--- src/rtl/hvd_pkg.sv ---
package hvd_pkg;

	// Q30 working word: angles in radians and unit-range values
	localparam int ZW = 34;
	typedef logic signed [ZW-1:0] q30_t;

	// square root operands: Q60 radicand, Q30 root
	localparam int ROOT_W = 31;
	localparam int RAD_W  = 61;
	typedef logic [ROOT_W-1:0] root_t;
	typedef logic [RAD_W-1:0]  rad_t;

	localparam q30_t            ONE_Q30        = q30_t'(64'sd1 << 30);
	localparam q30_t            GAIN_Q30       = q30_t'(652032874);
	localparam logic [30:0]     DEG2RAD_Q36    = 31'd1199381129;
	localparam logic [28:0]     TWO_RADIUS_Q16 = 29'd450896172;
	localparam logic [29:0]     HALF_CIRC_Q16  = 30'd708266052;

	// arctan(2^-i) in Q30, truncated
	function automatic q30_t atan_q30(input int i);
		logic [31:0] t;
		case (i)
			0:  t = 32'h3243F6A8;
			1:  t = 32'h1DAC6705;
			2:  t = 32'h0FADBAFC;
			3:  t = 32'h07F56EA6;
			4:  t = 32'h03FEAB76;
			5:  t = 32'h01FFD55B;
			6:  t = 32'h00FFFAAA;
			7:  t = 32'h007FFF55;
			8:  t = 32'h003FFFEA;
			9:  t = 32'h001FFFFD;
			10: t = 32'h000FFFFF;
			11: t = 32'h0007FFFF;
			12: t = 32'h0003FFFF;
			13: t = 32'h0001FFFF;
			14: t = 32'h0000FFFF;
			15: t = 32'h00007FFF;
			16: t = 32'h00003FFF;
			17: t = 32'h00001FFF;
			18: t = 32'h00000FFF;
			19: t = 32'h000007FF;
			20: t = 32'h000003FF;
			21: t = 32'h000001FF;
			22: t = 32'h000000FF;
			23: t = 32'h0000007F;
			24: t = 32'h0000003F;
			25: t = 32'h0000001F;
			26: t = 32'h0000000F;
			27: t = 32'h00000008;
			28: t = 32'h00000004;
			29: t = 32'h00000002;
			30: t = 32'h00000001;
			default: t = 32'h00000000;
		endcase
		return q30_t'(t);
	endfunction

endpackage

--- src/rtl/hvd_isqrt.sv ---
// Floor square root, one result bit per stage, remainder kept as v - root^2.
module hvd_isqrt (
	input  logic           clk,
	input  logic           arst_n,
	input  logic           en,
	input  logic           in_vld,
	input  hvd_pkg::rad_t  v,
	output logic           out_vld,
	output hvd_pkg::root_t root
);

	localparam int NS = hvd_pkg::ROOT_W;
	localparam int RW = hvd_pkg::RAD_W;
	localparam int TW = 2 * NS + 1;

	hvd_pkg::rad_t  rem_s  [0:NS-1];
	hvd_pkg::root_t root_s [0:NS-1];
	logic           vld_s  [0:NS-1];

	for (genvar j = 0; j < NS; j++) begin : g_bit
		localparam int K = NS - 1 - j;
		hvd_pkg::rad_t  ri, rn;
		hvd_pkg::root_t qi, qn;
		logic           vi;
		logic [TW-1:0]  term;

		if (j == 0) begin : g_first
			assign ri = v;
			assign qi = '0;
			assign vi = in_vld;
		end else begin : g_next
			assign ri = rem_s[j-1];
			assign qi = root_s[j-1];
			assign vi = vld_s[j-1];
		end

		// root bits sit above K, so the two terms never overlap
		always_comb begin
			term = (TW'(qi) << (K + 1)) | (TW'(1) << (2 * K));
			if (TW'(ri) >= term) begin
				rn = RW'(TW'(ri) - term);
				qn = qi | (NS'(1) << K);
			end else begin
				rn = ri;
				qn = qi;
			end
		end

		always_ff @(posedge clk or negedge arst_n) begin
			if (!arst_n) begin
				vld_s[j] <= 1'b0;
			end else if (en) begin
				vld_s[j] <= vi;
			end
		end

		always_ff @(posedge clk) begin
			if (en) begin
				rem_s[j]  <= rn;
				root_s[j] <= qn;
			end
		end
	end

	assign out_vld = vld_s[NS-1];
	assign root    = root_s[NS-1];

endmodule

--- config.mk ---
export PLATFORM = sky130hd
export DESIGN_NAME = hvd_isqrt
export DESIGN_NICKNAME = d
export VERILOG_FILES = /design/src/rtl/hvd_pkg.sv /design/src/rtl/hvd_isqrt.sv
export SDC_FILE = /design/constraint.sdc
export NUM_CORES = 2
export LEC_CHECK = 0
export BUFFER_PORTS_ARGS = -buffer_cell sky130_fd_sc_hd__buf_2
export CORE_ASPECT_RATIO = 0.75
export CORE_MARGIN = 2
export CORE_UTILIZATION = 43
export CTS_CLUSTER_DIAMETER = 40
export DETAILED_ROUTE_END_ITERATION = 8
export PLACE_DENSITY = 0.67
export REMOVE_ABC_BUFFERS = 1
export SYNTH_ARGS = -nofsm -noshare
export SYNTH_HDL_FRONTEND = slang
export SYNTH_SLANG_ARGS = --single-unit
--- constraint.sdc ---
create_clock -name clk -period 3.65 [get_ports clk]
set_input_delay 0.365 -clock clk [delete_from_list [all_inputs] [get_ports clk]]
set_output_delay 0.365 -clock clk [all_outputs]
set_load 0.005 [all_outputs]
# Yosys cells after proc, flatten, opt, wreduce, memory -nomap -nowiden
# Memory sizes are Yosys's and may differ from the RTL's.
# Cells that the tools add are included.
# totals
reg_bits	31
ramBits	2852
input_bits	65
mem_count	2
# classes
n_addsub	31
n_lt_le_gt_ge	31
muxes	64
# mem_list
name	words	width	read_ports	rd_ports_with_merged_regs	wr	line	text
rem_s	31	61	30	0	31	hvd_isqrt.sv:16	hvd_pkg::rad_t rem_s [0:NS-1];
root_s	31	31	31	0	31	hvd_isqrt.sv:17	hvd_pkg::root_t root_s [0:NS-1];
# op_table
op	count
$mux W61	31
$ge A61 B32 Y1	1
$ge A61 B33 Y1	1
$ge A61 B34 Y1	1
$ge A61 B35 Y1	1
$ge A61 B36 Y1	1
$ge A61 B37 Y1	1
$ge A61 B38 Y1	1
$ge A61 B39 Y1	1
$ge A61 B40 Y1	1
$ge A61 B41 Y1	1
$ge A61 B42 Y1	1
$ge A61 B43 Y1	1
$ge A61 B44 Y1	1
$ge A61 B45 Y1	1
$ge A61 B46 Y1	1
$ge A61 B47 Y1	1
$ge A61 B48 Y1	1
$ge A61 B49 Y1	1
$ge A61 B50 Y1	1
$ge A61 B51 Y1	1
$ge A61 B52 Y1	1
$ge A61 B53 Y1	1
$ge A61 B54 Y1	1
70 further kinds	72

# Depth between registers and ports, before layout
# An unclocked memory read counts as a cell.
# depth
ltp_word	3
ltp_mapped	15

# Worst setup path after synthesis
# OpenSTA, ideal clock, no wires.
# synth_path
kind	register -> register
start	memory rem_s[9][85] in the netlist's numbering
end	memory rem_s[10][55] in the netlist's numbering, data pin
setup_ns	0.273
arrival_time_ns	3.252
required_time_ns	3.377
slack_ns	0.125
stages_incl_launch_ff	13
path_buffers	1
period_less_slack_ns	3.525
path_cell_list	edfxtp_1 -> ha_1 -> a21oi_1 -> o311ai_0 -> a41oi_1 -> o21ai_0 -> o41a_1 -> and3_1 -> or4b_1 -> buf_2 -> nor4b_1 -> nor4b_1 -> xor2_1
# synth_rtl
item	line
from (decl)	hvd_isqrt.sv:16

==> metrics.md <==
| Metric | Value |
|---|---|
| Yosys warning total | 0 |
| Top Layer Used | met5 |
| Largest family of logic cells by synthesized area | simple AND/OR/NAND/NOR gates |
| Final ANT Viol Nets | 0 |
| Worst slew pin tran | 1.095 ns |
| Vias in the first global route | 71690 |
| Initial antenna violation count | 6 |
| DR vias | 74450 |
| MaxCap Viol Count | 0 |
| WL/cell | 21.70 um |
| CP required | 4.22 ns |
| Unrepaired setup endpoints after global routing | true |
| Mean post-synth cell area | 12.59 um2 |
| Number of core rows | 162 |
| Crit start category | flip-flop |
| Final nets | 10330 |
| GR Overflow Total | 0 |
| DRT iter0 DRCs | 7807 |
| Post-layout instance area | 132600 um2 |
| Final setup viols | 22 |
| TritonCTS Buffers | 306 |
| Clk_skew | 0.08290 ns |
| Metal-1 WL | 136100 um |
| Top delay family on crit path | simple AND/OR/NAND/NOR gates |
| DIE WIDTH | 592.6 um |
| Leak pwr | 50.18 nW |
| Initial core utilization | 43.14% |
| DIE AREA | 264000 um2 |
| WL met2 | 122000 um |
| Highest-count cells in the layout ignoring fill and taps | 2326 x edfxtp_1, 674 x nand2_1, 664 x inv_1 |
| Syn-to-layout area delta | 18.62% |
| Tmin final | 3.761 ns |
| Reg clk slew, reported paths | 0.06 ns |
| Synth Flop Type | edfxtp_1 |
| Number of port buffers | 96 |
| Data arrival, critical path | 4.34 ns |
| DP HPWL | 219400 um |
| PD cells | 664.8 nW/um2 |
| EDFF count, synth | 2326 |
| Simple-gate share of the synthesized area | 11.91% |
| DRC Markers | 0 |
| Synth Cell Area | 111700 um2 |
| WP buf/inv | 1 |
| Synth Area in Adders | 5.856% |
| Max stage delay on crit path | 0.57 ns |
| Multiplexer area fraction after synthesis | 1.053% |
| Routability Congestion | 0.9424 |
| Gr usage total | 21.76% |
| Critical Setup Path Class | flip-flop to flip-flop |
| Hold Path Class | input pin to asynchronous set/reset pin |
| Outcome | finished, violations left |
| CTS Sinks | 2357 |
| Final hold violations | 0 |
| Worst skew pair latency | 0.88 ns |
| Xor/xnor share of the synthesized area | 6.263% |
| Routed WL | 291400 um |
| Largest net degree at the start of global routing | 160 |
| Tot Pwr | 88.11 mW |
| Clk root buf | clkbuf_16 |
| Drt pass-1 iters | 6 |
| Vias per cell | 5.544 |
| Met3 WL post-DR | 25630 um |
| Crit-path max FO | 6 |
| Sequential fraction of the synthesis area | 63.20% |
| Final worst setup slack | -0.1109 ns |
| Layout cells sized above 1 | 14.80% |
| Maximum clock frequency | 0.2659 GHz |
| Ys async rst share | 1.315% |
| Maximum vdd ir drop | 0.4251 mV |
| Setup Slack @ Placement | -0.6169 ns |
| Crit-path slowest cell | or4b_4 |
| Clock Tree Buf Depth | 4 |
| First-pass GRT wire length | 440800 um |
| Compound-Gate Fraction of Synth Area | 8.898% |
| Relative slew slack | 26.80% |
| Most common cell after layout, fill and taps aside | edfxtp_1 |
| Area post-placement | 120200 um2 |
| Final Cycle Share | 103.0% |
| Core Box Area | 259000 um2 |
| Cell variety after synth | 88 |
| Syn Inst Count | 8877 |
| Number of synthesized register bits | 2357 |
| Cell breakdown of the critical path | or3_4 -> or2_1 -> or4_4 -> or4_4 -> nor2_4 -> nor4b_4 -> or4b_4 -> buf_6 -> o211ai_4 -> nor4_2 -> xor2_1 |
| Htree depth | 5 |
| CTS tree | yes |
| IO Count | 97 |
| Critical Path Sink Type | flip-flop |
| Max-slew violation total from the final report | 0 |
| Critical path's most frequent cell | or4_4 |
| Failing checks | setup timing |
| Die H | 445.5 um |
-- registers in the layout, indices dropped and copies added (netlist names) --
name / flops
rem_s: 1830
g_bit.vi: 30
out_vld: 1
root_s: 496
-- stage by stage --
| step | TNS (ns) | utilization [%] | hold WS, ns | cells |
|---|---|---|---|---|
| floorplan | -257.48 | - | 0.06941 | 8709 |
| global placement | -24.36 | 46.42 | 0.4245 | 12770 |
| detailed placement | -22.41 | 46.42 | 0.4294 | 12770 |
| CTS | -0.1129 | 50.80 | 0.1324 | 13410 |
| global route | -5.246 | 51.17 | 0.1600 | 13430 |
| finish | -1.360 | 51.17 | 0.1707 | 13430 |
-- where the power goes --
part / switching (mW) / leakage (nW) / internal [mW]
Sequential: 3.45 / 22.8 / 34.7
Combinational: 11.2 / 22.4 / 8.59
Clock: 12.1 / 4.97 / 18.1
-- per-layer routing --
layer / up-vias / GRT usage, %
met2: 2767 / 31.29
met5: - / 0
met3: 458 / 4.891
met4: 4 / 5.947
met1: 36250 / 32.86
li1: 34970 / -
-- worst register-to-register path: stages, from the launching register on --
cell,delay [ns]
edfxtp_1,0.40
or3_4,0.40
or2_1,0.26
or4_4,0.44
or4_4,0.52
nor2_4,0.14
nor4b_4,0.24
or4b_4,0.57
buf_6,0.15
o211ai_4,0.13
nor4_2,0.10
xor2_1,0.16
-- worst paths after layout --
path,from,slack (ns),depth (start not counted),to
worst min register to register,rem_s[4][34],0.40,0,rem_s[4][95]
worst max-delay path,rem_s[9][111],-0.11,11,rem_s[10][53]
worst min-delay path,arst_n,0.17,2,out_vld
min in group clk,v[51],0.19,2,rem_s[0][51]
max in group asynchronous,arst_n,3.05,2,g_bit[12].vi
worst max register to register,rem_s[9][111],-0.11,11,rem_s[10][53]
-- Yosys cell counts, types with 40 or more instances --
master	n	share of area [%]
mux2_2	88	0.89
nor3_1	249	1.1
inv_1	665	2.2
nand4_1	130	0.73
and3_1	43	0.24
nor4_1	319	1.8
a21oi_1	524	2.3
edfxtp_1	2326	63
xor2_1	374	2.9
nand2b_1	111	0.62
nor2_1	531	1.8
clkbuf_1	152	0.51
nand3_1	164	0.73
a21o_1	171	1.1
o21ai_0	464	2.1
a31oi_1	46	0.26
or3_1	82	0.46
xnor2_1	425	3.3
or4_1	57	0.38
ha_1	523	5.9
nand2_1	677	2.3
a211oi_1	46	0.31
o21a_1	82	0.55
o31ai_1	40	0.27
nor2b_1	60	0.34
o21bai_1	50	0.34
-- cell type report --
cell class | instances | area (um2)
repair buffers | 720 | 5692
well taps | 3444 | 4309
multi-input cells | 5686 | 39090
clock inverters | 209 | 2362
inverters | 666 | 2500
diodes | 2 | 5.005
fillers | 21790 | 126500
flip-flops and latches | 2357 | 70620
clock buffers | 344 | 7970
-- timing repair --
item | 4_1_cts | 5_1_grt
hold buffers | 64 | 0
endpoints found under the setup margin | 120 | 322
endpoints found under the hold margin | 106 | 0
gates cloned | 0 | 1
setup buffers | 14 | 21
pin swaps | 22 | 33
resized for setup | 54 | 165
-- logic make-up after synthesis --
group	count (synthesis)
xor+xnor	799
fa+ha+maj	523
other cells	1
simple gates	2626
mux	104
flops	2357
buf+inv	834
compound gates	1633
Note: power is estimated with default switching activity, not from simulation.
