<file path="config.mk">
export PLATFORM = sky130hd
export DESIGN_NAME = hvd_angle
export DESIGN_NICKNAME = d
export VERILOG_FILES = /design/src/rtl/hvd_pkg.sv /design/src/rtl/hvd_angle.sv
export SDC_FILE = /design/constraint.sdc
export NUM_CORES = 1
export LEC_CHECK = 0
export ABC_AREA = 1
export BUFFER_PORTS_ARGS = -buffer_cell sky130_fd_sc_hd__buf_2
export CORE_MARGIN = 1.5
export CORE_UTILIZATION = 55
export DETAILED_ROUTE_END_ITERATION = 6
export PLACE_DENSITY = 0.72
export SETUP_SLACK_MARGIN = 0.05
export SLEW_MARGIN = 10
export SYNTH_ARGS = -nofsm -noshare
export SYNTH_HDL_FRONTEND = slang
export SYNTH_SLANG_ARGS = --single-unit
</file>
<file path="constraint.sdc">
create_clock -name clk -period 7.4 [get_ports clk]
set_input_delay 0.74 -clock clk [delete_from_list [all_inputs] [get_ports clk]]
set_output_delay 0.74 -clock clk [all_outputs]
set_load 0.02 [all_outputs]
</file>
<file path="src/rtl/hvd_pkg.sv">
package hvd_pkg;

	// Q30 working word: angles in radians and unit-range values
	localparam int ZW = 34;
	typedef logic signed [ZW-1:0] q30_t;

	// square root operands: Q60 radicand, Q30 root
	localparam int ROOT_W = 31;
	localparam int RAD_W  = 61;
	typedef logic [ROOT_W-1:0] root_t;
	typedef logic [RAD_W-1:0]  rad_t;

	localparam q30_t            ONE_Q30        = q30_t'(64'sd1 << 30);
	localparam q30_t            GAIN_Q30       = q30_t'(652032874);
	localparam logic [30:0]     DEG2RAD_Q36    = 31'd1199381129;
	localparam logic [28:0]     TWO_RADIUS_Q16 = 29'd450896172;
	localparam logic [29:0]     HALF_CIRC_Q16  = 30'd708266052;

	// arctan(2^-i) in Q30, truncated
	function automatic q30_t atan_q30(input int i);
		logic [31:0] t;
		case (i)
			0:  t = 32'h3243F6A8;
			1:  t = 32'h1DAC6705;
			2:  t = 32'h0FADBAFC;
			3:  t = 32'h07F56EA6;
			4:  t = 32'h03FEAB76;
			5:  t = 32'h01FFD55B;
			6:  t = 32'h00FFFAAA;
			7:  t = 32'h007FFF55;
			8:  t = 32'h003FFFEA;
			9:  t = 32'h001FFFFD;
			10: t = 32'h000FFFFF;
			11: t = 32'h0007FFFF;
			12: t = 32'h0003FFFF;
			13: t = 32'h0001FFFF;
			14: t = 32'h0000FFFF;
			15: t = 32'h00007FFF;
			16: t = 32'h00003FFF;
			17: t = 32'h00001FFF;
			18: t = 32'h00000FFF;
			19: t = 32'h000007FF;
			20: t = 32'h000003FF;
			21: t = 32'h000001FF;
			22: t = 32'h000000FF;
			23: t = 32'h0000007F;
			24: t = 32'h0000003F;
			25: t = 32'h0000001F;
			26: t = 32'h0000000F;
			27: t = 32'h00000008;
			28: t = 32'h00000004;
			29: t = 32'h00000002;
			30: t = 32'h00000001;
			default: t = 32'h00000000;
		endcase
		return q30_t'(t);
	endfunction

endpackage

</file>
<file path="src/rtl/hvd_angle.sv">
// Wraps a degree value into [-180, 180), takes its magnitude, optionally
// folds it for a cosine, and converts it to Q30 radians (half the angle when not folding). Eight stages.
module hvd_angle #(
	parameter int ANGLE_FRAC_BITS = 20,
	parameter int DW = 31,
	parameter bit FOLD = 1'b0
) (
	input  logic                 clk,
	input  logic                 arst_n,
	input  logic                 en,
	input  logic                 in_vld,
	input  logic signed [DW-1:0] deg,
	output logic                 out_vld,
	output logic                 neg,
	output hvd_pkg::q30_t        ang
);

	localparam int XW = (ANGLE_FRAC_BITS + 12 > 33) ? ANGLE_FRAC_BITS + 12 : 33;
	localparam int RW = XW - ANGLE_FRAC_BITS - 7;
	localparam int MW = ANGLE_FRAC_BITS + 8;
	localparam int WW = ANGLE_FRAC_BITS + 10;
	localparam int SH = ANGLE_FRAC_BITS + 6 + (FOLD ? 0 : 1);
	localparam int PW = MW + 31;
	localparam logic [63:0] FULL  = 64'd360 << ANGLE_FRAC_BITS;
	localparam logic [63:0] HALF  = 64'd180 << ANGLE_FRAC_BITS;
	localparam logic [63:0] QUART = 64'd90 << ANGLE_FRAC_BITS;
	localparam logic [63:0] FH    = FULL + HALF;
	// offset keeps the sum positive and is congruent to HALF modulo FULL
	localparam logic [63:0] OFFS  = HALF + FULL * (((64'd1 << 30) + FULL - 64'd1) / FULL);
	localparam logic [63:0] RECIP = (64'd1 << XW) / FULL;

	logic [7:0] vld_q;

	logic [XW-1:0]        x_s1, x_s2;
	logic [RW-1:0]        q_s2;
	logic [XW-1:0]        r_s3;
	logic signed [WW-1:0] w_s4;
	logic [MW-1:0]        mag_s5, m_s6;
	logic                 neg_s6, neg_s7, neg_s8;
	logic [PW-1:0]        p_s7;
	hvd_pkg::q30_t        ang_s8;

	logic [XW:0]          xsum;
	logic [XW+RW-1:0]     qp;
	logic [XW-1:0]        qf;
	logic [XW:0]          w_c;
	logic [WW-1:0]        m_c;
	logic [PW:0]          rnd;

	always_comb begin
		xsum = (XW+1)'(deg) + (XW+1)'(OFFS);
		qp   = (XW+RW)'(x_s1) * (XW+RW)'(RECIP);
		qf   = XW'(q_s2) * XW'(FULL);
		if (r_s3 >= XW'(FULL)) begin
			w_c = (XW+1)'(r_s3) - (XW+1)'(FH);
		end else begin
			w_c = (XW+1)'(r_s3) - (XW+1)'(HALF);
		end
		m_c = w_s4[WW-1] ? WW'(-w_s4) : WW'(w_s4);
		rnd = (PW+1)'(p_s7) + ((PW+1)'(1) << (SH - 1));
	end

	always_ff @(posedge clk or negedge arst_n) begin
		if (!arst_n) begin
			vld_q <= '0;
		end else if (en) begin
			vld_q <= {vld_q[6:0], in_vld};
		end
	end

	always_ff @(posedge clk) begin
		if (en) begin
			x_s1   <= xsum[XW-1:0];
			x_s2   <= x_s1;
			q_s2   <= qp[XW+RW-1:XW];
			r_s3   <= x_s2 - qf;
			w_s4   <= w_c[WW-1:0];
			mag_s5 <= m_c[MW-1:0];
			if (FOLD && (MW'(QUART) < mag_s5)) begin
				m_s6   <= MW'(HALF) - mag_s5;
				neg_s6 <= 1'b1;
			end else begin
				m_s6   <= mag_s5;
				neg_s6 <= 1'b0;
			end
			p_s7   <= PW'(m_s6) * PW'(hvd_pkg::DEG2RAD_Q36);
			neg_s7 <= neg_s6;
			ang_s8 <= hvd_pkg::q30_t'(rnd >> SH);
			neg_s8 <= neg_s7;
		end
	end

	assign out_vld = vld_q[7];
	assign neg     = neg_s8;
	assign ang     = ang_s8;

endmodule

</file>
# Word level (Yosys, flattened, before mapping)
# Index checks and enable logic that the tools add are counted.
[op_classes]
div_mod_pow = 0
n_shift = 0
multipliers = 3
order_cmp = 1
add_sub_neg = 6
reduce_logical = 0
muxes = 2
n_eq_ne = 0
bitwise_logic = 0
[ops]
columns = ["operator", "n"]
rows = [
  ["adder 59 x 27 -> 60 bit (second input constant)", 1],
  ["multiplier 28 x 31 -> 59 bit (second input constant)", 1],
  ["multiplier 33 x 4 -> 37 bit (second input constant)", 1],
  ["adder 31 x 32 -> 33 bit (second input constant)", 1],
  ["greater-or-equal comparator 33 x 29 -> 1 bit (second input constant)", 1],
  ["subtractor 33 bit", 1],
  ["2-to-1 mux 30 bit", 1],
  ["subtractor 30 x 28 -> 30 bit (second input constant)", 1],
  ["subtractor 30 bit (second input constant)", 1],
  ["2-to-1 mux 28 bit", 1],
  ["negator 28 bit", 1],
  ["multiplier 5 x 6 -> 10 bit (second input constant)", 1],
]
[totals]
register_bits = 290
romBits = 0
latch_bits = 0
input_bits = 35
mem_bits_rw = 0
word_cells = 22
n_memories = 0

# Longest topological paths before layout
# Gate-level depths: netlist of run 1.
[logic_depth]
ltp_word = 2
mapped_depth = 26
depth_no_buf = 26

# Worst setup path before layout of run 1
# No wires, ideal clock.
[synth_timing]
path_kind = "register to register"
from = "reg m_s6[8]"
to = "reg p_s7[57] (data pin)"
arrival_time_ps = 5590
period_less_slack_ps = 5843
setup_slack_ps = 1557
setup_time_ps = 252
stages_incl_launch_ff = 20
cell_sequence = "edfxtp_1 -> fa_1 -> inv_1 -> fa_1 -> fa_1 -> fa_1 -> inv_1 -> fa_1 -> fa_1 -> inv_1 -> fa_1 -> inv_1 -> ha_1 -> nand2_1 -> nor2_1 -> nand2_1 -> nor4_1 -> nand2_1 -> nand3_1 -> nand2_1"
[synth_via]
elab_chain_cells = 1
[synth_lines]
columns = ["element", "line", "source"]
rows = [
  ["start: declaration", "hvd_angle.sv:38", "logic [MW-1:0] mag_s5, m_s6;"],
  ["start signal: assignment", "hvd_angle.sv:80", "m_s6 <= MW'(HALF) - mag_s5;"],
  ["start signal: assignment", "hvd_angle.sv:83", "m_s6 <= mag_s5;"],
  ["multiplier 28 x 31 -> 59 bit", "hvd_angle.sv:86", "p_s7 <= PW'(m_s6) * PW'(hvd_pkg::DEG2RAD_Q36);"],
  ["end signal: assignment", "hvd_angle.sv:86", ""],
  ["end: declaration", "hvd_angle.sv:40", "logic [PW-1:0] p_s7;"],
]
# Every way passes these cells.
# A chain may end at the register's enable or synchronous reset.

# Final worst setup path of run 1
[layout_timing]
from = "reg m_s6[8]"
to = "reg p_s7[50] (data pin)"
# The elaborated chain is that of the path after synthesis.

==> results_tabular.tex, run 1 <==
\begin{tabular}{lr}
\hline
Metric & Value \\
\hline
\multicolumn{2}{l}{\textbf{Flow run}} \\
\quad MaxCap Viol Count & 0 \\
\multicolumn{2}{l}{\textbf{Clocking}} \\
\quad Hold-fix buffers at CTS & 1 \\
\quad \# clock sinks & 260 \\
\quad Clock-pin slew on the worst setup and hold paths & 0.06 ns \\
\quad TritonCTS clock tree & yes \\
\quad Count of buffers added by post-CTS timing repair for setup & 0 \\
\quad Inserted Clock Buffers & 29 \\
\quad Maximum clock insertion buffer count & 3 \\
\quad Root Driver & clkbuf\_16 \\
\quad Worst-Skew Late Latency & 0.58 ns \\
\quad Count of cells resized by post-cts repair & 0 \\
\quad Count of H-tree levels built during CTS & 1 \\
\multicolumn{2}{l}{\textbf{Yosys}} \\
\quad Top cells by area, synth & edfxtp\_1 27\%, fa\_1 24\%, ha\_1 18\%, inv\_1 11\%, nand2\_1 5.7\% \\
\quad Fraction of post-synthesis cell area in the top cell type by area & 0.270 \\
\quad Xor/xnor share of the synthesized area & 0.0291 \\
\quad Sequential area share after synthesis & 0.277 \\
\quad Netlist Area Pre-Place & 28000 um\^{}2 \\
\quad EDFF count, synth & 252 \\
\quad Number of distinct library cells after synthesis & 45 \\
\quad Synth Area in Simple Gates & 0.119 \\
\quad Share of cell area taken by muxes after synthesis & 0.000804 \\
\quad Adder and majority cell fraction of the synthesized area & 0.417 \\
\quad Fraction of registers with async set or reset after synthesis & 0.0308 \\
\quad YS warnings & 0 \\
\quad Area fraction in compound gates after synthesis & 0.0459 \\
\quad Cell type with the largest total area after synthesis & edfxtp\_1 \\
\quad Yosys reg bits & 260 \\
\quad Count of mapped cells out of synthesis & 2935 \\
\quad Most used DFF post-synth & edfxtp\_1 \\
\quad Syn avg cell area & 9.54 um\^{}2 \\
\quad Main combinational cell family by area after synthesis & adder cells \\
\multicolumn{2}{l}{\textbf{Layout}} \\
\quad Most common library cell in the layout ignoring fill and taps & inv\_1 \\
\quad Fraction of layout instances using a drive strength above 1 & 0.0512 \\
\quad Total area of sequential cells & 7770 um\^{}2 \\
\quad Total of fill cells in the finished design & 4306 \\
\quad Synthesis-to-layout area growth & 8.04\% \\
\quad Final core utilization & 0.603 \\
\quad Antenna diode count & 0 \\
\quad Final non-filler cell total & 3739 \\
\quad Net total in the final layout & 3815 \\
\quad Commonest non-fill, non-tap cells in the layout & 813 x inv\_1, 423 x nand2\_1, 399 x ha\_1 \\
\quad Multi-input gate area & 17100 um\^{}2 \\
\multicolumn{2}{l}{\textbf{Floorplan}} \\
\quad Area of the die & 52300 um\^{}2 \\
\quad Overall die width & 229 um \\
\quad Initial cell density of the core & 0.558 \\
\quad Total core area & 50200 um\^{}2 \\
\quad Standard-cell rows & 82 \\
\quad Height of the die & 229 um \\
\quad Boundary pin count & 71 \\
\multicolumn{2}{l}{\textbf{Setup path}} \\
\quad CP most frequent cell & fa\_1 \\
\quad Startpoint of the lowest-slack register-to-register path & m\_s6[8] \\
\quad Cells along the critical path & fa\_1 -> inv\_1 -> fa\_1 -> fa\_1 -> fa\_1 -> fa\_1 -> inv\_1 -> fa\_1 -> inv\_1 -> fa\_1 -> inv\_1 -> ha\_1 -> nand2\_1 -> nor2\_1 -> inv\_1 -> nor2\_1 -> a21oi\_1 -> nand2\_1 -> nand2\_1 -> nand3\_1 -> nand2\_1 \\
\quad Reg2Reg Setup Slack & 0.65 ns \\
\quad Depth of the most critical reg-to-reg path & 21 \\
\quad Largest fanout on the critical path & 11 \\
\quad Critical Path End Type & flop \\
\quad Type of the setup path with the least slack & reg -> reg \\
\quad Required arrival time at the worst endpoint & 7.70 ns \\
\quad Slowest-stage cell, CP & fa\_1 \\
\quad CP arrival & 7.05 ns \\
\quad Type of element launching the critical path & flop \\
\quad Delay of the slowest cell on the worst path & 0.76 ns \\
\quad Worst reg2reg path endpoint & p\_s7[50] \\
\multicolumn{2}{l}{\textbf{Timing}} \\
\quad Slew headroom & 0.350 \\
\quad Setup-violating endpoint count in the final report & 0 \\
\quad Largest clock skew in the final design & 0.0255 ns \\
\quad Setup repair after global routing missed its margin & false \\
\quad Period minus WS final & 6.75 ns \\
\quad Achievable frequency & 148 MHz \\
\quad Worst slew pin tran & 0.975 ns \\
\quad Hold slack final & 0.335 ns \\
\quad Final Hold Viols & 0 \\
\quad Number of max-slew violations in the final report & 0 \\
\quad Total negative slack for setup checks & 0 ns \\
\quad Share of the clock period used by the worst path after layout & 0.912 \\
\multicolumn{2}{l}{\textbf{GRT}} \\
\quad First-pass GRT wire length & 113000 um \\
\quad Maximum number of pins on one net before global-route repair & 119 \\
\quad Via count of the first global-routing pass & 21400 \\
\quad All-layer global routing usage & 0.280 \\
\quad GR Overflow Total & 0 \\
\quad Number of antenna violations at the first check in global routing & 0 \\
\multicolumn{2}{l}{\textbf{Detailed routing}} \\
\quad Iteration count of the initial detailed-routing pass & 7 \\
\quad Routed wire length & 69500 um \\
\quad Wire length per cell after detailed routing & 18.6 um \\
\quad Overall via count from detail\_route & 19700 \\
\quad Post-DR vias/cell & 5.27 \\
\quad First DRT Iteration DRCs & 1192 \\
\quad DRC Markers & 0 \\
\quad ANT nets after route & 0 \\
\multicolumn{2}{l}{\textbf{Run status}} \\
\quad Result of the run & complete, no violations \\
\multicolumn{2}{l}{\textbf{Hold path}} \\
\quad Worst Hold Path EP & x\_s1[16] \\
\quad Count of cells along the worst hold path & 1 \\
\quad Hold Crit Start & deg[16] \\
\quad Path type of the worst min-delay path & in -> reg \\
\multicolumn{2}{l}{\textbf{Placement}} \\
\quad DP Wirelength & 59800 um \\
\quad Placed cells & 3687 \\
\quad IO buf count & 68 \\
\quad Routability congestion estimate & 0.973 \\
\hline
\end{tabular}
[worst max-delay path, delay by kind of cell (launching register included)]
family / cells / cell delay [ns]
flip-flops: 1 / 0.68
buffers and inverters: 5 / 0.34
adder cells (fa/ha/maj): 8 / 4.22
AO/OA/AOI/OAI: 1 / 0.11
AND/OR/NAND/NOR: 7 / 1.12
[worst max path at each step]
stage,startpoint,end,slack [ns],depth (start not counted)
floorplan,m_s6[8],p_s7[57],1.56,19
global placement,m_s6[8],p_s7[44],0.71,19
detailed placement,m_s6[8],p_s7[33],0.70,19
CTS,m_s6[8],p_s7[33],0.64,19
global route,m_s6[8],p_s7[33],0.40,20
finish,m_s6[8],p_s7[50],0.65,21
[Yosys cell counts, types with 2 or more instances]
cell / number
o21ai_1: 2
nand4_2: 2
nand4_1: 30
dfrtp_1: 8
nor3_2: 3
a31oi_1: 5
mux2_2: 2
nor4_1: 8
ha_1: 399
nor3_1: 22
nor2_4: 3
a21oi_1: 126
o21ai_0: 71
nand3_2: 2
inv_2: 3
nor2_1: 200
inv_1: 813
o211ai_1: 6
nand2_1: 423
nand3b_1: 3
a21o_1: 10
o21bai_1: 8
o21a_1: 4
nand3_1: 75
xnor2_1: 32
xor2_1: 61
nand2_2: 4
clkbuf_1: 3
buf_4: 3
edfxtp_1: 252
fa_1: 334
nor2_2: 4
or2_2: 2
[per-layer routing]
metal / routed length, um / GRT usage / vias to the layer above / share of wire
li1: - / - / 9381 / -
met1: 27600 / 0.341 / 9589 / 0.40
met2: 34600 / 0.497 / 560 / 0.50
met3: 3480 / 0.0308 / 189 / 0.050
met4: 3820 / 0.131 / 0 / 0.055
met5: 0 / 0 / - / 0
[state kept, by name, summed over array words and instances (netlist names), 28 cells and up]
| name | cells |
|---|---|
| mag_s5 | 28 |
| m_s6 | 28 |
| x_s2 | 32 |
| w_s4 | 29 |
| r_s3 | 33 |
| ang | 33 |
| x_s1 | 32 |
| p_s7 | 33 |
[area by class of cell]
| type | instances | share of cell area |
|---|---|---|
| clock buffer | 35 | 0.0247 |
| clock inverter | 16 | 0.00678 |
| inverter | 816 | 0.101 |
| multi-input combinational | 1854 | 0.567 |
| sequential | 260 | 0.257 |
| tap | 672 | 0.0278 |
| timing repair buffer | 86 | 0.0161 |
[through the flow]
stage               area [um^2]  setup WS (ns)
floorplan                 28000           1.56
global placement          29300          0.706
detailed placement        29300          0.697
CTS                       30200          0.643
global route              30200          0.401
finish                    30200          0.649
[kinds of logic after synthesis]
| logic type | count (synthesis) |
|---|---|
| DFF | 260 |
| and+or+nand+nor | 786 |
| other | 1 |
| adders and majority gates | 733 |
| xor gates and xnor gates | 93 |
| buffers and inverters | 822 |
| muxes | 2 |
| AOI/OAI and AO/OA | 238 |
Power of run 1 is left out: the tool's default activity adds up to more than one toggle a clock period on the data nets, which glitch-free logic cannot reach.
==> run 2: changes to the inputs <==
- PLACE_DENSITY: 0.72 -> 0.75
- SLEW_MARGIN: 10 -> 20
==> run 2 against run 1 <==
Critical path depth is the same. Critical endpoint is now p_s7[58]. Sequential share of layout area is essentially flat. Core utilization is essentially flat. Fmax shrank 1.1%. Via count grew 1.2%. Clock-buffer cell count shrank 3. Setup slack lost 0.075 ns. Clock skew shrank 0.0044 ns. Register-to-register slack lost 0.08 ns. Flip-flop and latch count is the same. Global-route usage is essentially flat. Routed wire length grew 0.54%.
==> results_tabular.tex, run 2 (synthesized netlist as in run 1, its figures left out) <==
\begin{tabular}{lr}
\hline
Metric & Value \\
\hline
\multicolumn{2}{l}{\textbf{Run status}} \\
\quad Result of the run & complete, no violations \\
\multicolumn{2}{l}{\textbf{Clocking}} \\
\quad Clock-pin slew on the worst setup and hold paths & 0.07 ns \\
\quad Count of H-tree levels built during CTS & 1 \\
\quad Inserted Clock Buffers & 29 \\
\quad \# clock sinks & 260 \\
\quad Root Driver & clkbuf\_16 \\
\quad Count of cells resized by post-cts repair & 0 \\
\quad Maximum clock insertion buffer count & 3 \\
\quad Worst-Skew Late Latency & 0.58 ns \\
\quad TritonCTS clock tree & yes \\
\quad Count of buffers added by post-CTS timing repair for setup & 0 \\
\multicolumn{2}{l}{\textbf{Setup path}} \\
\quad Startpoint of the lowest-slack register-to-register path & m\_s6[8] \\
\quad Largest fanout on the critical path & 11 \\
\quad Cells along the critical path & fa\_1 -> inv\_1 -> fa\_1 -> fa\_1 -> fa\_1 -> inv\_1 -> fa\_1 -> fa\_1 -> inv\_1 -> fa\_1 -> inv\_1 -> ha\_1 -> nand2\_1 -> nor2\_1 -> inv\_1 -> nor2\_1 -> nand2\_1 -> nor2\_1 -> nand2\_1 -> nand3\_1 -> nand2\_1 \\
\quad Type of element launching the critical path & flop \\
\quad Crit-path leading delay family & adder cells \\
\quad Worst reg2reg path endpoint & p\_s7[58] \\
\quad Type of the setup path with the least slack & reg -> reg \\
\quad Slowest-stage cell, CP & fa\_1 \\
\quad CP most frequent cell & fa\_1 \\
\quad Depth of the most critical reg-to-reg path & 21 \\
\quad Count of buffer and inverter cells on the critical path & 5 \\
\quad CP arrival & 7.14 ns \\
\quad Delay of the slowest cell on the worst path & 0.77 ns \\
\quad Critical Path End Type & flop \\
\quad Reg2Reg Setup Slack & 0.57 ns \\
\quad Required arrival time at the worst endpoint & 7.72 ns \\
\multicolumn{2}{l}{\textbf{Layout}} \\
\quad Final core utilization & 0.603 \\
\quad Commonest non-fill, non-tap cells in the layout & 813 x inv\_1, 423 x nand2\_1, 399 x ha\_1 \\
\quad Most common library cell in the layout ignoring fill and taps & inv\_1 \\
\quad Total of fill cells in the finished design & 4241 \\
\quad Synthesis-to-layout area growth & 7.98\% \\
\quad Net total in the final layout & 3815 \\
\quad Antenna diode count & 0 \\
\quad Total area of sequential cells & 7770 um\^{}2 \\
\quad Multi-input gate area & 17100 um\^{}2 \\
\quad Fraction of layout instances using a drive strength above 1 & 0.0518 \\
\quad Non-Filler Cell Area, Final & 30200 um\^{}2 \\
\multicolumn{2}{l}{\textbf{Detailed routing}} \\
\quad Wire length per cell after detailed routing & 18.7 um \\
\quad Routed wire length & 69800 um \\
\quad Iteration count of the initial detailed-routing pass & 6 \\
\quad DRC Markers & 0 \\
\quad ANT nets after route & 0 \\
\quad Post-DR vias/cell & 5.33 \\
\quad Overall via count from detail\_route & 20000 \\
\quad First DRT Iteration DRCs & 1312 \\
\multicolumn{2}{l}{\textbf{Timing}} \\
\quad Worst setup slack after layout & 0.573 ns \\
\quad Number of max-slew violations in the final report & 0 \\
\quad Slew headroom & 0.443 \\
\quad Achievable frequency & 146 MHz \\
\quad Setup repair after global routing missed its margin & false \\
\quad Final Hold Viols & 0 \\
\quad Setup-violating endpoint count in the final report & 0 \\
\quad Largest clock skew in the final design & 0.0210 ns \\
\quad Share of the clock period used by the worst path after layout & 0.923 \\
\quad Worst slew pin tran & 0.836 ns \\
\quad Total negative slack for setup checks & 0 ns \\
\quad Period minus WS final & 6.83 ns \\
\multicolumn{2}{l}{\textbf{Floorplan}} \\
\quad Area of the die & 52300 um\^{}2 \\
\quad Total core area & 50200 um\^{}2 \\
\quad Height of the die & 229 um \\
\quad Initial cell density of the core & 0.558 \\
\quad Overall die width & 229 um \\
\quad Standard-cell rows & 82 \\
\quad Boundary pin count & 71 \\
\multicolumn{2}{l}{\textbf{Placement}} \\
\quad IO buf count & 68 \\
\quad Routability congestion estimate & 1.02 \\
\quad Dpl cell area & 29300 um\^{}2 \\
\quad Worst slack at placement & 0.686 ns \\
\quad DP Wirelength & 60100 um \\
\multicolumn{2}{l}{\textbf{Hold path}} \\
\quad Hold Crit Start & deg[19] \\
\quad Worst Hold Path EP & x\_s1[19] \\
\quad Count of cells along the worst hold path & 1 \\
\quad Path type of the worst min-delay path & in -> reg \\
\multicolumn{2}{l}{\textbf{GRT}} \\
\quad All-layer global routing usage & 0.280 \\
\quad GR Overflow Total & 0 \\
\quad First-pass GRT wire length & 113000 um \\
\quad Number of antenna violations at the first check in global routing & 0 \\
\quad Via count of the first global-routing pass & 21800 \\
\quad Maximum number of pins on one net before global-route repair & 145 \\
\multicolumn{2}{l}{\textbf{Flow run}} \\
\quad MaxCap Viol Count & 0 \\
\hline
\end{tabular}
==> run 2: per-layer routing <==
| metal | GRT usage | share of wire | vias to the layer above | wire length [um] |
|---|---|---|---|---|
| li1 | - | - | 9390 | - |
| met1 | 0.340 | 0.40 | 9814 | 27700 |
| met2 | 0.497 | 0.50 | 573 | 35200 |
| met3 | 0.0382 | 0.052 | 181 | 3640 |
| met4 | 0.123 | 0.047 | 0 | 3280 |
| met5 | 0 | 0 | - | 0 |
==> run 2: what timing repair did <==
action	in CTS	in global routing
setup endpoints to repair	0	0
hold buffers	1	0
endpoints found under the hold margin	8	0
==> run 2: worst max-delay path by stage <==
stage	to	slack, ns	from	cells after the start
after floorplan	p_s7[57]	1.56	m_s6[8]	19
after global placement	p_s7[46]	0.73	m_s6[8]	21
after detailed placement	p_s7[58]	0.69	m_s6[8]	21
after CTS	p_s7[58]	0.66	m_s6[8]	21
after global routing	p_s7[46]	0.30	m_s6[8]	22
final	p_s7[58]	0.57	m_s6[8]	21
==> run 2: final cells by class <==
| type | count | area share |
|---|---|---|
| clock buffer | 32 | 0.0244 |
| clock inverter | 22 | 0.00592 |
| inverter | 816 | 0.101 |
| multi-input combinational | 1854 | 0.567 |
| sequential | 260 | 0.257 |
| tap | 672 | 0.0278 |
| timing repair buffer | 86 | 0.0168 |
==> run 2: stage by stage <==
stage	hold slack (ns)	instances
final	0.346	3742
after global routing	0.325	3742
after CTS	0.314	3741
after detailed placement	0.405	3686
after global placement	0.400	3686
after floorplan	0.400	2936
Power of run 2 is left out for the same reason.
==> run 3: changes to the inputs <==
- MAX_ROUTING_LAYER: not set -> met4
==> run 3 against run 2 <==
Register-to-register slack worse by 0.08 ns. Routed wire length grew 1.8%. Via count down 1.8%. Setup slack worse by 0.078 ns. Flip-flop and latch count stayed put. Critical path type unchanged.
==> results_tabular.tex, run 3 (synthesized netlist as in run 1, its figures left out) <==
\begin{tabular}{lr}
\hline
Metric & Value \\
\hline
\multicolumn{2}{l}{\textbf{Clocking}} \\
\quad Inserted Clock Buffers & 30 \\
\quad TritonCTS clock tree & yes \\
\quad \# clock sinks & 260 \\
\quad Count of buffers added by post-CTS timing repair for setup & 0 \\
\quad Clock-pin slew on the worst setup and hold paths & 0.06 ns \\
\quad Maximum clock insertion buffer count & 3 \\
\quad Root Driver & clkbuf\_16 \\
\quad Count of H-tree levels built during CTS & 1 \\
\quad Worst-Skew Late Latency & 0.61 ns \\
\multicolumn{2}{l}{\textbf{Timing}} \\
\quad Worst slew pin tran & 1.00 ns \\
\quad Final Hold Viols & 0 \\
\quad Achievable frequency & 145 MHz \\
\quad Period minus WS final & 6.91 ns \\
\quad Number of max-slew violations in the final report & 0 \\
\quad Slew headroom & 0.331 \\
\quad Largest clock skew in the final design & 0.0436 ns \\
\quad Total negative slack for setup checks & 0 ns \\
\quad Share of the clock period used by the worst path after layout & 0.933 \\
\quad Setup repair after global routing missed its margin & false \\
\quad Setup-violating endpoint count in the final report & 0 \\
\multicolumn{2}{l}{\textbf{GRT}} \\
\quad Via count of the first global-routing pass & 21400 \\
\quad First-pass GRT wire length & 115000 um \\
\quad GR Overflow Total & 0 \\
\quad Number of antenna violations at the first check in global routing & 0 \\
\quad Maximum number of pins on one net before global-route repair & 129 \\
\quad All-layer global routing usage & 0.295 \\
\multicolumn{2}{l}{\textbf{Floorplan}} \\
\quad Initial cell density of the core & 0.558 \\
\quad Standard-cell rows & 82 \\
\quad Area of the die & 52300 um\^{}2 \\
\quad Total core area & 50200 um\^{}2 \\
\quad Boundary pin count & 71 \\
\quad Overall die width & 229 um \\
\quad Height of the die & 229 um \\
\multicolumn{2}{l}{\textbf{Setup path}} \\
\quad Largest fanout on the critical path & 11 \\
\quad Type of element launching the critical path & flop \\
\quad CP most frequent cell & fa\_1 \\
\quad Delay of the slowest cell on the worst path & 0.78 ns \\
\quad Type of the setup path with the least slack & reg -> reg \\
\quad Critical Path End Type & flop \\
\quad Count of buffer and inverter cells on the critical path & 5 \\
\quad CP arrival & 7.27 ns \\
\quad Required arrival time at the worst endpoint & 7.76 ns \\
\quad Crit-path leading delay family & adder cells \\
\quad Slowest-stage cell, CP & fa\_1 \\
\quad Cells along the critical path & fa\_1 -> inv\_1 -> fa\_1 -> fa\_1 -> fa\_1 -> inv\_1 -> fa\_1 -> fa\_1 -> inv\_1 -> fa\_1 -> inv\_1 -> ha\_1 -> a21oi\_1 -> o21ai\_0 -> nand2\_1 -> nand2\_1 -> o21bai\_1 -> inv\_1 -> nand2\_1 -> xor2\_1 \\
\multicolumn{2}{l}{\textbf{Detailed routing}} \\
\quad ANT nets after route & 0 \\
\quad Overall via count from detail\_route & 19600 \\
\quad First DRT Iteration DRCs & 1217 \\
\quad Post-DR vias/cell & 5.24 \\
\quad DRC Markers & 0 \\
\quad Wire length per cell after detailed routing & 19.0 um \\
\quad Routed wire length & 71100 um \\
\quad Iteration count of the initial detailed-routing pass & 5 \\
\multicolumn{2}{l}{\textbf{Flow run}} \\
\quad MaxCap Viol Count & 0 \\
\multicolumn{2}{l}{\textbf{Layout}} \\
\quad Total of fill cells in the finished design & 4271 \\
\quad Final core utilization & 0.603 \\
\quad Antenna diode count & 0 \\
\quad Multi-input gate area & 17100 um\^{}2 \\
\quad Net total in the final layout & 3814 \\
\quad Final non-filler cell total & 3741 \\
\quad Total area of sequential cells & 7770 um\^{}2 \\
\quad Fraction of layout instances using a drive strength above 1 & 0.0512 \\
\quad Synthesis-to-layout area growth & 8.11\% \\
\quad Most common library cell in the layout ignoring fill and taps & inv\_1 \\
\quad Commonest non-fill, non-tap cells in the layout & 813 x inv\_1, 423 x nand2\_1, 399 x ha\_1 \\
\multicolumn{2}{l}{\textbf{Placement}} \\
\quad IO buf count & 68 \\
\quad Placed cells & 3685 \\
\quad Routability congestion estimate & 1.02 \\
\quad DP Wirelength & 61300 um \\
\multicolumn{2}{l}{\textbf{Hold path}} \\
\quad Path type of the worst min-delay path & in -> reg \\
\multicolumn{2}{l}{\textbf{Run status}} \\
\quad Result of the run & complete, no violations \\
\hline
\end{tabular}
-- run 3: cell count changes in the layout (fill, tap and decap cells not counted), moves of 2 or more --
cell	before	now
bufinv_16	1	3
inv_6	4	2
clkinvlp_4	0	3
clkbuf_1	3	5
clkinv_4	4	2
-- run 3: area by class of cell --
class | instances | area share
multi-input cells | 1854 | 0.566
flip-flops and latches | 260 | 0.257
inverters | 816 | 0.101
well taps | 672 | 0.0278
clock buffers | 35 | 0.0254
repair buffers | 84 | 0.0156
clock inverters | 20 | 0.00715
-- run 3: worst paths after layout --
check	start	end	slack [ns]	cells past startpoint
max	m_s6[8]	p_s7[33]	0.49	20
min	deg[4]	x_s1[4]	0.30	1
max reg2reg	m_s6[8]	p_s7[33]	0.49	20
min reg2reg	r_s3[17]	w_s4[17]	0.42	0
max in group asynchronous	arst_n	vld_q[6]	6.69	2
min in group asynchronous	arst_n	vld_q[1]	0.50	2
-- run 3: per-stage QoR --
stage,cell area [um^2],setup slack [ns],hold WS [ns]
after floorplan,28000,1.56,0.400
after global placement,29300,0.471,0.400
after detailed placement,29300,0.477,0.405
after CTS,30300,0.406,0.281
after global routing,30300,0.179,0.282
final,30300,0.495,0.303
-- run 3: worst register-to-register path, stage by stage (launching register included) --
cell	delay, ns
edfxtp_1	0.68
fa_1	0.79
inv_1	0.10
fa_1	0.55
fa_1	0.46
fa_1	0.52
inv_1	0.05
fa_1	0.53
fa_1	0.57
inv_1	0.06
fa_1	0.55
inv_1	0.05
ha_1	0.38
a21oi_1	0.29
o21ai_0	0.23
nand2_1	0.10
nand2_1	0.08
o21bai_1	0.20
inv_1	0.06
nand2_1	0.12
xor2_1	0.31
-- run 3: what timing repair did --
action                                  CTS  global route
endpoints found under the hold margin     8             0
hold buffers                              1             0
endpoints found under the setup margin    0             0
gates resized for setup                   0             0
-- run 3: metal layers --
metal | routed length [um] | part of all wire | track usage
met3 | 3430 | 0.048 | 0.0351
met2 | 35900 | 0.50 | 0.510
met1 | 28700 | 0.40 | 0.353
met4 | 3110 | 0.044 | 0.112
met5 | 0 | 0 | -
Power of run 3 is left out for the same reason.
